$ cat config.mk
export PLATFORM = sky130hd
export DESIGN_NAME = bfha_ctrl
export DESIGN_NICKNAME = d
export VERILOG_FILES = /design/src/rtl/best_fit_heap_allocator_assert.svh /design/src/rtl/bfha_pkg.sv /design/src/rtl/bfha_ctrl.sv
export SDC_FILE = /design/constraint.sdc
export NUM_CORES = 1
export LEC_CHECK = 0
export ABC_AREA = 0
export BUFFER_PORTS_ARGS = -buffer_cell sky130_fd_sc_hd__buf_2
export CAP_MARGIN = 20
export CORE_AREA = 2 2 39 41
export CTS_BUF_LIST = sky130_fd_sc_hd__clkbuf_8
export DETAILED_ROUTE_END_ITERATION = 8
export DIE_AREA = 0 0 41 43
export PLACE_DENSITY = 0.68
export SKIP_CTS_REPAIR_TIMING = 1
export SYNTH_ARGS = -nofsm -noshare
export SYNTH_HDL_FRONTEND = slang
export SYNTH_SLANG_ARGS = --single-unit
$ cat constraint.sdc
create_clock -name clock -period 2.35 [get_ports clock]
set_clock_uncertainty 0.15 [all_clocks]
set_input_delay 0.1175 -clock clock [delete_from_list [all_inputs] [get_ports clock]]
set_output_delay 0.1175 -clock clock [all_outputs]
set_load 0.05 [all_outputs]
$ cat src/rtl/best_fit_heap_allocator_assert.svh
// Assertion macros for the best-fit heap allocator.
// Define NO_ASSERTIONS to compile every use down to nothing.
`ifndef BEST_FIT_HEAP_ALLOCATOR_ASSERT_SVH
`define BEST_FIT_HEAP_ALLOCATOR_ASSERT_SVH
`ifndef NO_ASSERTIONS
// Check that cons holds in the same cycle as ante.
`define BFHA_ASSERT_NOW(label, clk, rst, ante, cons) \
   label: assert property (@(posedge clk) disable iff (rst) (ante) |-> (cons)) \
      else $error("allocator assertion failed");
// Check that cons holds in the cycle after ante.
`define BFHA_ASSERT_NEXT(label, clk, rst, ante, cons) \
   label: assert property (@(posedge clk) disable iff (rst) (ante) |=> (cons)) \
      else $error("allocator assertion failed");
`else
`define BFHA_ASSERT_NOW(label, clk, rst, ante, cons)
`define BFHA_ASSERT_NEXT(label, clk, rst, ante, cons)
`endif
`endif

$ cat src/rtl/bfha_pkg.sv
package bfha_pkg;

   localparam int WORD_W    = 16;
   localparam int REQ_W     = 16;
   localparam int NEED_W    = 17;
   localparam int OFFSET_W  = 12;

   localparam logic [WORD_W-1:0] PREV_ALLOC = 16'h0002;
   localparam logic [WORD_W-1:0] CUR_ALLOC  = 16'h0001;
   localparam logic [NEED_W-1:0] NEED_ROUND = 17'd23;      // header plus alignment slack
   localparam logic [NEED_W-1:0] NEED_MASK  = ~17'h0000F;
   localparam logic [WORD_W-1:0] MIN_SPLIT  = 16'd16;
   localparam int HDR_BYTES = 8;

   typedef enum logic [3:0] {
      ST_CLEAR,
      ST_IDLE,
      ST_WALK_RD,
      ST_WALK_EV,
      ST_SPLIT_REM,
      ST_SPLIT_FOOT,
      ST_NEXT_RD,
      ST_NEXT_WR,
      ST_HDR,
      ST_DONE
   } bfha_state_type;

   typedef enum logic [2:0] {
      WR_NONE,
      WR_CLEAR,
      WR_REM,
      WR_FOOT,
      WR_NEXT,
      WR_HDR
   } bfha_wr_sel_type;

   typedef struct packed {
      logic            load_req;
      logic            walk_rd;
      logic            walk_eval;
      logic            next_rd;
      bfha_wr_sel_type wr_sel;
      logic            load_rsp;
   } bfha_cmd_type;

   typedef struct packed {
      logic clr_last;
      logic req_zero;
      logic pos_in_range;
      logic list_end;
      logic found;
      logic split;
      logic nxt_in_range;
      logic rsp_busy;
   } bfha_status_type;

endpackage

$ cat src/rtl/bfha_ctrl.sv
module bfha_ctrl import bfha_pkg::*; (
   input  logic            clock,
   input  logic            reset,
   input  logic            req_valid,
   output logic            req_ready,
   input  logic            rsp_ready,
   input  bfha_status_type status,
   output bfha_cmd_type    cmd
);

   bfha_state_type state_ff, state_in;
   bfha_state_type walk_exit;

   always_ff @(posedge clock) begin
      if (reset) begin
         state_ff <= ST_CLEAR;
      end else begin
         state_ff <= state_in;
      end
   end

   // Where to go once the list walk has reached its end mark or left the heap.
   assign walk_exit = !status.found ? ST_DONE :
                      (status.split ? ST_SPLIT_REM : ST_NEXT_RD);

   always_comb begin
      state_in      = state_ff;
      req_ready     = 1'b0;
      cmd.load_req  = 1'b0;
      cmd.walk_rd   = 1'b0;
      cmd.walk_eval = 1'b0;
      cmd.next_rd   = 1'b0;
      cmd.wr_sel    = WR_NONE;
      cmd.load_rsp  = 1'b0;
      case (state_ff)
         ST_CLEAR: begin
            cmd.wr_sel = WR_CLEAR;
            if (status.clr_last) state_in = ST_IDLE;
         end
         ST_IDLE: begin
            req_ready = 1'b1;
            if (req_valid) begin
               cmd.load_req = 1'b1;
               state_in     = status.req_zero ? ST_DONE : ST_WALK_RD;
            end
         end
         ST_WALK_RD: begin
            if (status.pos_in_range) begin
               cmd.walk_rd = 1'b1;
               state_in    = ST_WALK_EV;
            end else begin
               state_in = walk_exit;
            end
         end
         ST_WALK_EV: begin
            if (status.list_end) begin
               state_in = walk_exit;
            end else begin
               cmd.walk_eval = 1'b1;
               state_in      = ST_WALK_RD;
            end
         end
         ST_SPLIT_REM: begin
            cmd.wr_sel = WR_REM;
            state_in   = ST_SPLIT_FOOT;
         end
         ST_SPLIT_FOOT: begin
            cmd.wr_sel = WR_FOOT;
            state_in   = ST_HDR;
         end
         ST_NEXT_RD: begin
            if (status.nxt_in_range) begin
               cmd.next_rd = 1'b1;
               state_in    = ST_NEXT_WR;
            end else begin
               state_in = ST_HDR;
            end
         end
         ST_NEXT_WR: begin
            cmd.wr_sel = WR_NEXT;
            state_in   = ST_HDR;
         end
         ST_HDR: begin
            cmd.wr_sel = WR_HDR;
            state_in   = ST_DONE;
         end
         ST_DONE: begin
            if (!status.rsp_busy || rsp_ready) begin
               cmd.load_rsp = 1'b1;
               state_in     = ST_IDLE;
            end
         end
         default: begin
            state_in = ST_IDLE;
         end
      endcase
   end

endmodule

### Word level (Yosys, flattened, before mapping)

Index checks and enable logic that the tools add are counted.
Widths: inputs -> output; s select.

* flip-flop bits (word level): 4
* bits of input ports: 12

* equal/unequal tests: 12
* mux-type cells: 22
* reductions and logical operators: 5

Operators with widths (count)
* $pmux 4 s9: 1
* $mux 4: 8
* $eq 4x3->1 const B: 4
* $pmux 3 s5: 1
* $mux 1: 11
* $eq 4x2->1 const B: 2
* $eq 4x4->1 const B: 2
* $ne 2x2->1 const B: 3
* $eq 4x1->1 const B: 1
* $logic_not 4->1: 1
* $reduce_and 3->1: 1
* $mux 2: 1
* $reduce_or 2->1: 1
* $logic_not 1->1: 1
* $logic_or 1x1->1: 1

### Longest topological paths before layout

* word-level depth: 4
* depth in mapped cells: 5
* depth with buffers taken out: 4

### Worst setup path after synthesis

No wires, ideal clock.

* path type: reg-to-output
* start: reg state_ff[1]
* end: out cmd[7] (netlist name)
* slack: -0.088 ns
* data arrival time: 2.170 ns
* stages on the path, launching flop included: 4
* path through: dfxtp_1 nand2b_1 nor3_1 and2_1

RTL lines
* start, declared: RTL line bfha_ctrl.sv:11 `bfha_state_type state_ff, state_in;`
* start signal, assigned: RTL line bfha_ctrl.sv:18 `state_ff <= state_in;`
* end, declared: RTL line bfha_ctrl.sv:8 `output bfha_cmd_type cmd`

==> flow_summary.yaml <==
run_status:
  outcome: "completed"
synthesis:
  synth_common_cells: "nand2_1, nor3_1, dfxtp_1, nor2b_1, o21ai_0"
  async_reset_ff_share_pct: 0
  synth_flop_cell: "dfxtp_1"
  yosysMostFrequentCell: "nand2_1"
  synthCells: 59
  synth_top_family_by_area: "simple AND/OR/NAND/NOR gates"
  synth_edf_count: 0
  synth-simple-area-share_pct: 48.1
  synth_area_um2: 463
  seq_area_frac_synth_pct: 17.3
  syn_avg_cell_area_um2: 7.85
  synth_cell_type_count: 32
  yosysWarnings: 0
  synth_top_cell_area_share_pct: 17.3
  synth_mux_area_share_pct: 2.43
  synth_xor_area_share_pct: 0
  synth_fp_nets: 71
  yosys.area_share.adder_pct: 0
  synth_compound_area_share_pct: 23.2
  netlist_top_cells_area: "dfxtp_1, nor3_1, nand2_1"
  synth_top_cell_by_area: "dfxtp_1"
  ys_seq_elements: 4
worst_setup_path:
  crit_path_end_kind: "output pin"
  crit_family: "flip-flops"
  crit_chain: "nand2b_1 -> nor3_2 -> and2_1 -> buf_2"
  slowest_stage: "dfxtp_1"
  max_stage_delay_ns: 0.66
  critPathLaunchType: "flip-flop"
  crit_required_ns: 2.08
  worstPathMaxFanout: 15
  critical_path_class: "reg -> out"
  cp_num_buf_inv: 1
  cp.arrival_ns: 1.67
clock_tree:
  cts_max_level: 1
  clock_latency_ns: 0.21
  cts_max_path_buffers: 2
  numCtsBuffers: 3
  cts_tree: "done"
  path_clk_slew_ns: 0.03
  clockRootBuffer: "clkbuf_8"
  cts.sinks: 4
sta:
  finalCriticalPeriod_ns: 1.94
  setup_slack_ns: 0.413
  fmax_ghz: 0.516
  rsz0062_at_grt: "no"
  tns_ns: 0
  fin_crit_sh_pct: 82.4
  finalSetupViolations: 0
  finalHoldViolations: 0
  max_slew_margin_pct: 63.2
  final-max-slew-violation-count: 0
  tightest_slew_ns: 0.552
  whs_ns: 0.0767
grt:
  grt_pass1_vias: 447
  grt-ovfl-total: 0
  track_usage_pct: 15.0
  grt_pass1_wl_um: 1880
  antenna_found_initial: 0
  grt_max_degree: 16
floorplan:
  ioPinCount: 21
  die-height_um: 43
  die_area_um2: 1760
  die_w_um: 41
  core_um2: 1380
  std_cell_rows: 14
  start_util_pct: 33.5
place:
  gp_congestion: 0.822
  post-place-ws_ns: 0.628
  dp.cells: 91
  place_area_um2: 553
  port_buffers: 20
  dp_hpwl_um: 928
layout:
  layout.nets: 93
  largest_reg_flops: 4
  n_fill_cell: 156
  final_cell_area_um2: 604
  utilization_pct: 43.7
  drive_gt1_share_pct: 39.2
  reg.largest.list: "state_ff: 4 flops"
  largest_register: "state_ff"
  instances_no_fill: 95
  antennaDiodeCount: 0
  area_delta_synth_final_pct: 30.5
job:
  drv_cap: 0
power:
  swShare_pct: 28.8
  powerDensity_nw_per_um2: 482
  ir_drop_mv: 0.318
  power_mw: 0.291
  power_switching_mw: 0.0840
  cellInternalPower_mw: 0.207
  p_clk_share_pct: 47.7
  p_leak_nw: 0.267
  seq_power_share_pct: 27.9
  pwr-share-comb_pct: 24.3
detailed_routing:
  drc: 0
  ant_nets: 0
  first_iter_violations: 11
  wirelength_um: 1170
  vias: 515
  drt-pass1-iter-count: 4
  via_per_inst: 5.42
  wl_per_cell_um: 12.3
min_path:
  hold_class: "in -> reg"
==> layout make-up <==
type / instances / area (µm²) / area share (%)
repair buffers: 21 / 110 / 18.2
multi-input cells: 50 / 347 / 57.3
clock buffers: 3 / 41.3 / 6.83
flip-flops and latches: 4 / 80.1 / 13.3
well taps: 16 / 20.0 / 3.31
inverters: 1 / 6.26 / 1.04
==> path summary, 6_finish.rpt <==
check                                   end  slack [ns]   startpoint  cells past startpoint
worst min-delay path            state_ff[1]        0.08    status[2]                      4
worst min register to register  state_ff[2]        0.52  state_ff[3]                      1
worst max register to register  state_ff[0]        0.63  state_ff[0]                      4
worst max-delay path                 cmd[7]        0.41  state_ff[0]                      4
==> tightest hold or removal path: stages <==
cell	delay (ns)
buf_2	0.08
o22ai_1	0.06
nand2_1	0.07
a21boi_1	0.06
==> power groups by stage <==
stage	Sequential, mW	Clock, mW	Combinational [mW]
floorplan	0.0740	0	0.0570
global placement	0.0821	0	0.0695
detailed placement	0.0821	0	0.0697
CTS	0.0813	0.144	0.0700
global route	0.0821	0.149	0.0773
finish	0.0813	0.139	0.0709
==> cell families (layout without fill, tap and decap cells) <==
kind of cell,after synthesis,after routing
AOI/OAI and AO/OA,13,13
buffers and inverters,5,25
DFF,4,4
muxes,1,1
and+or+nand+nor,36,36
==> cells in the final DEF, fill, tap and decap left out, drive strengths merged <==
cell type,synthesis,routed
buf,4,20
nand2,8,8
nor3,7,7
o21ai,4,4
nor2b,4,4
dfxtp,4,4
nor2,4,4
nand2b,3,3
clkbuf,0,3
nor4,3,3
a211oi,2,2
inv,1,1
or3,1,1
and2b,1,1
and3,1,1
and2,1,1
and4,1,1
a211o,1,1
a41oi,1,1
o22ai,1,1
mux2,1,1
o211ai,1,1
a21boi,1,1
nor3b,1,1
and4bb,1,1
a31oi,1,1
a221oi,1,1
dlygate4sd3,0,1
==> per-layer routing <==
| layer | vias to the layer above | global-route usage (%) | routed length (µm) |
|---|---|---|---|
| met4 | 0 | 2.00 | 0 |
| met2 | 20 | 23.1 | 510 |
| met3 | 0 | 4.71 | 76 |
| li1 | 261 | - | - |
| met5 | - | 0 | 0 |
| met1 | 234 | 20.3 | 583 |
Note: power is estimated with default switching activity, not from simulation.
